<file path="config.mk">
export PLATFORM = sky130hd
export DESIGN_NAME = dfc_div
export DESIGN_NICKNAME = d
export VERILOG_FILES = /design/src/hw/rtl/dfc_pkg.sv /design/src/hw/rtl/dfc_div.sv
export SDC_FILE = /design/constraint.sdc
export NUM_CORES = 2
export LEC_CHECK = 0
export BUFFER_PORTS_ARGS = -buffer_cell sky130_fd_sc_hd__buf_2
export CORE_ASPECT_RATIO = 1.2
export CORE_MARGIN = 2
export CORE_UTILIZATION = 26
export CTS_BUF_LIST = sky130_fd_sc_hd__clkbuf_4 sky130_fd_sc_hd__clkbuf_8 sky130_fd_sc_hd__clkbuf_16
export CTS_CLUSTER_DIAMETER = 200
export DETAILED_ROUTE_END_ITERATION = 12
export PLACE_DENSITY = 0.49
export SLEW_MARGIN = 10
export SYNTH_ARGS = -nofsm -noshare
export SYNTH_HDL_FRONTEND = slang
export SYNTH_MEMORY_MAX_BITS = 65536
export SYNTH_SLANG_ARGS = --single-unit
</file>
<file path="constraint.sdc">
create_clock -name clk -period 3.7 [get_ports clk]
set_clock_uncertainty 0.2 [all_clocks]
set_input_delay 0.185 -clock clk [delete_from_list [all_inputs] [get_ports clk]]
set_output_delay 0.185 -clock clk [all_outputs]
set_load 0.02 [all_outputs]
</file>
<file path="src/hw/rtl/dfc_pkg.sv">
// Shared types and constants for the display fit and crop geometry block.
// No dependencies; imported by every RTL module of the block.
package dfc_pkg;

  localparam int DIM_BITS       = 12;
  localparam int OFF_BITS       = DIM_BITS + 1;
  localparam int ZOOM_BITS      = 16;
  localparam int ZOOM_FRAC_BITS = 8;
  localparam int ZOOM_RESET     = 256;
  localparam int ZOOM_ONE       = 1 << ZOOM_FRAC_BITS;
  // ratio terms after zoom: numerator grows by the integer zoom bits,
  // denominator by the fraction bits
  localparam int RATIO_BITS     = (DIM_BITS + ZOOM_BITS - ZOOM_FRAC_BITS) >
                                  (DIM_BITS + ZOOM_FRAC_BITS) ?
                                  (DIM_BITS + ZOOM_BITS - ZOOM_FRAC_BITS) :
                                  (DIM_BITS + ZOOM_FRAC_BITS);
  localparam int DIV_BITS       = DIM_BITS + RATIO_BITS;

  typedef struct packed {
    logic [DIM_BITS-1:0] source_width;
    logic [DIM_BITS-1:0] source_height;
    logic [DIM_BITS-1:0] display_width;
    logic [DIM_BITS-1:0] display_height;
    logic [DIM_BITS-1:0] display_x_offset;
    logic [DIM_BITS-1:0] display_y_offset;
  } dfc_req_t;

  typedef struct packed {
    logic [DIM_BITS-1:0] crop_x_start;
    logic [DIM_BITS-1:0] crop_y_start;
    logic [DIM_BITS-1:0] crop_width;
    logic [DIM_BITS-1:0] crop_height;
    logic [DIM_BITS-1:0] scaled_width;
    logic [DIM_BITS-1:0] scaled_height;
    logic [OFF_BITS-1:0] left_offset;
    logic [OFF_BITS-1:0] top_offset;
  } dfc_res_t;

endpackage

</file>
<file path="src/hw/rtl/dfc_div.sv">
// Pipelined restoring divider, one quotient bit per stage, DIV_BITS stages.
// Depends on dfc_pkg. A zero divisor yields a zero quotient.
module dfc_div (
  input  logic                         clk,
  input  logic                         rst,
  input  logic                         in_valid,
  input  logic [dfc_pkg::DIV_BITS-1:0] num,
  input  logic [dfc_pkg::DIV_BITS-1:0] den,
  output logic                         out_valid,
  output logic [dfc_pkg::DIV_BITS-1:0] quo
);
  import dfc_pkg::*;

  logic                v   [1:DIV_BITS];
  logic [DIV_BITS-1:0] rem [1:DIV_BITS];
  logic [DIV_BITS-1:0] nr  [1:DIV_BITS];
  logic [DIV_BITS-1:0] q   [1:DIV_BITS];
  logic [DIV_BITS-1:0] d   [1:DIV_BITS];

  for (genvar s = 0; s < DIV_BITS; s++) begin : g_stage
    logic                v_in;
    logic [DIV_BITS-1:0] r_in, n_in, q_in, d_in;
    logic [DIV_BITS:0]   trial;
    logic                fits;

    if (s == 0) begin : g_first
      assign v_in = in_valid;
      assign r_in = '0;
      assign n_in = num;
      assign q_in = '0;
      assign d_in = den;
    end else begin : g_next
      assign v_in = v[s];
      assign r_in = rem[s];
      assign n_in = nr[s];
      assign q_in = q[s];
      assign d_in = d[s];
    end

    always_comb begin
      trial = {r_in, n_in[DIV_BITS-1]};
      fits  = trial >= {1'b0, d_in};
    end

    always_ff @(posedge clk) begin
      if (rst) begin
        v[s+1] <= 1'b0;
      end else begin
        v[s+1] <= v_in;
      end
      rem[s+1] <= fits ? DIV_BITS'(trial - {1'b0, d_in}) : trial[DIV_BITS-1:0];
      nr[s+1]  <= {n_in[DIV_BITS-2:0], 1'b0};
      q[s+1]   <= {q_in[DIV_BITS-2:0], fits};
      d[s+1]   <= d_in;
    end
  end

  assign out_valid = v[DIV_BITS];
  assign quo       = (d[DIV_BITS] == '0) ? '0 : q[DIV_BITS];

endmodule

</file>
==> summary.md <==
| Metric | Value |
|---|---|
| Register bit count reported by yosys | `3072` |
| Tmin final | `3.819 ns` |
| Layout cells sized above 1 | `0.1740` |
| Status | `finished with violations` |
| Yosys synthesis warning count | `0` |
| Number of nets in the finished design | `15000` |
| Max-slew violations | `0` |
| Number of different library cells in the post-synthesis netlist | `97` |
| Area of the die | `485500 um^2` |
| Unrepaired setup endpoints after global routing | `true` |
| Initial antenna violation count | `7` |
| Static leakage | `0.07218 uW` |
| Power density cells | `612.8 nW/um^2` |
| Largest buffer count on any clock path | `4` |
| Number of H-tree branching levels | `5` |
| Number of standard cells after synthesis | `12700` |
| Clock Sinks | `3072` |
| Largest voltage drop on the vdd net | `0.3378 mV` |
| IO Port Bufs | `99` |
| TritonRoute pass-1 iters | `5` |
| HPWL after DPL | `243.1 mm` |
| Routed WL per cell | `15.59 um` |
| GR Overflow Total | `0` |
| Transition at the pin with the smallest max-transition slack | `0.7362 ns` |
| Timing-limited maximum frequency | `0.2619 GHz` |
| Largest net degree at the start of global routing | `60` |
| Data arrival time of the worst path | `4.44 ns` |
| Placer's final routability congestion estimate | `0.9064` |
| Final core utilization | `0.3263` |
| Violation count after the first detailed-route iteration | `3579` |
| Routed WL | `319.8 mm` |
| Number of placement rows | `278` |
| EDFF count, synth | `0` |
| DRC violation count after routing | `0` |
| Path type of the worst min-delay path | `flop to flop` |
| Number of global-route vias before repair | `90350` |
| Clock latency reported for the late side of the worst-skew pair | `0.98 ns` |
| Placed Instance Area | `138900 um^2` |
| Average instance area after synthesis | `9.829 um^2` |
| Fill count | `49180` |
| Core Area | `477900 um^2` |
| Share of synthesized flip-flops with an asynchronous set or reset | `0` |
| Ports placed on the boundary | `100` |
| Worst setup margin | `-0.1186 ns` |
| Critical path required time | `4.32 ns` |
| # Max-Cap Violations | `0` |
| Die Span X | `636.4 um` |
| Most used cells in the layout excluding fill and tap cells | `3038 x dfxtp_1, 1203 x inv_1, 958 x ha_1, 900 x a21oi_1, 837 x nand2_1` |
| Signed area change from the synthesized netlist to the final layout | `24.96%` |
| Number of nets still failing antenna checks after routing | `0` |
| GRT Total Usage | `0.1252` |
| Fin area | `155900 um^2` |
| Synthesized area | `124800 um^2` |
| Top FF cell, synth | `dfxtp_1` |
| Violated checks | `setup timing` |
| Register-to-Register Setup Slack | `-0.12 ns` |
| Final hold slack | `0.09576 ns` |
| Post-synthesis net count | `13790` |
| Total count of hold-check failures in the final report | `0` |
| Initial Util | `0.2611` |
| Root Driver | `clkbuf_16` |
| Maximum fanout along the worst path | `5` |
| Average via count per standard cell | `4.374` |
| First-pass GRT wire length | `490.6 mm` |
| Clock transition at the registers of the reported paths | `0.06 ns` |
| Clock buffers created by TritonCTS | `339` |
| Worst Setup Path Type | `flop to flop` |
| Most frequent standard cell in the layout excluding fill and tap cells | `dfxtp_1` |
| Max transition margin | `0.4965` |
| Die height | `762.9 um` |
| Vias after detailed routing | `89730` |
| Final setup violating endpoints | `76` |
| Crit path launch type | `flop` |
| Post-route fraction of the period consumed by the critical path | `1.032` |
| CTS tree | `yes` |
| Sequential area share after synthesis | `0.4928` |
| Endpoint class of the critical path | `flop` |
-- final cells by class --
type	instances	area (um^2)	share of cell area
sequential	3072	61550	0.3947
multi-input combinational	8118	59720	0.3830
timing repair buffer	1170	10070	0.06457
clock buffer	467	9965	0.06390
tap	6300	7883	0.05055
inverter	1212	4561	0.02925
clock inverter	155	2147	0.01377
antenna	17	42.54	0.0002728
-- worst max-delay path, stage by stage (launching register included) --
cell and delay (ns):
dfxtp_2 0.33, inv_2 0.04, ha_4 0.20, nor2b_4 0.12, o31a_1 0.28, o211ai_1 0.27
a31oi_2 0.21, a31oi_2 0.26, nand3_1 0.13, a41o_1 0.33, a221o_1 0.36, a211oi_4 0.24
buf_6 0.18, buf_12 0.16, inv_6 0.04, mux2_4 0.28
-- routing by layer --
| layer | track usage | share of wire |
|---|---|---|
| met5 | 0 | 0 |
| met4 | 0.06724 | 0.058 |
| met3 | 0.01669 | 0.030 |
| met2 | 0.2368 | 0.51 |
| met1 | 0.1339 | 0.40 |
-- flip-flops by register name, indices dropped and copies added, names as in the netlist --
signal / cells
v: 32
q: 528
d: 1024
rem: 992
nr: 496
-- synthesized netlist by cell type, types with 19 or more instances --
master / n / area (um^2)
a211o_1: 26 / 227.7
a211oi_1: 71 / 533.0
a21boi_0: 45 / 337.8
a21o_1: 502 / 3769
a21oi_1: 936 / 4684
a221oi_1: 19 / 166.4
a311oi_1: 19 / 166.4
a31oi_1: 118 / 738.2
a41oi_1: 19 / 166.4
and2_1: 33 / 206.5
and3_1: 79 / 494.2
and4_1: 23 / 201.4
buf_2: 61 / 305.3
clkbuf_1: 213 / 799.5
dfxtp_1: 3072 / 61500
fa_1: 30 / 600.6
ha_1: 994 / 12440
inv_1: 1210 / 4542
mux2_2: 378 / 4257
mux2i_1: 31 / 310.3
nand2_1: 869 / 3262
nand2b_1: 142 / 888.4
nand3_1: 225 / 1126
nand4_1: 140 / 875.8
nor2_1: 619 / 2323
nor2b_1: 203 / 1270
nor3_1: 135 / 675.7
nor4_1: 56 / 350.3
o211ai_1: 42 / 315.3
o21a_1: 145 / 1089
o21ai_0: 807 / 4039
o21ai_1: 46 / 230.2
o21bai_1: 110 / 825.8
o31a_1: 46 / 402.9
o31ai_1: 65 / 488.0
o41a_1: 21 / 236.5
or2_2: 33 / 206.5
or3_1: 48 / 300.3
xnor2_1: 451 / 3950
xor2_1: 347 / 3039
-- stage by stage --
step	std cells	setup WS [ns]	total power [uW]	setup TNS, ns
floorplan	12700	0.2122	52410	0
global placement	19640	-0.2732	59740	-15.47
detailed placement	19640	-0.2844	59770	-20.55
CTS	20430	-0.07362	96610	-1.344
global route	20510	-0.1492	101000	-11.35
finish	20510	-0.1186	95550	-2.652
-- cells by family after synthesis --
kind of cell	after synthesis	share of synthesized area
adder cells (fa/ha/maj)	1024	0.1045
buffers and inverters	1506	0.04657
AND/OR/NAND/NOR	2666	0.1016
flip-flops	3072	0.4928
multiplexers	415	0.03714
XOR/XNOR	798	0.05601
AO/OA/AOI/OAI	3215	0.1614
-- worst paths after layout --
kind / start / end / cells past startpoint
setup / recovery: d[1][161] / rem[0][731] / 15
hold / removal: nr[0][305] / nr[0][337] / 0
setup reg to reg: d[1][161] / rem[0][731] / 15
hold reg to reg: nr[0][305] / nr[0][337] / 0
-- power by group --
group | internal [uW] | total (uW) | switching, uW
logic | 10400 | 22100 | 11800
registers | 36000 | 37600 | 1630
clock network | 21600 | 35800 | 14200
total | 68000 | 95500 | 27600
-- timing repair --
| item | in CTS | in global routing |
|---|---|---|
| pin swaps | 37 | 116 |
| gates cloned | 9 | 23 |
| resized for setup | 107 | 454 |
| buffers inserted | 26 | 47 |
| hold buffers | 135 | 0 |
| hold endpoints to repair | 128 | 0 |
| setup endpoints to repair | 336 | 706 |
Power figures use the tool's default switching activity.
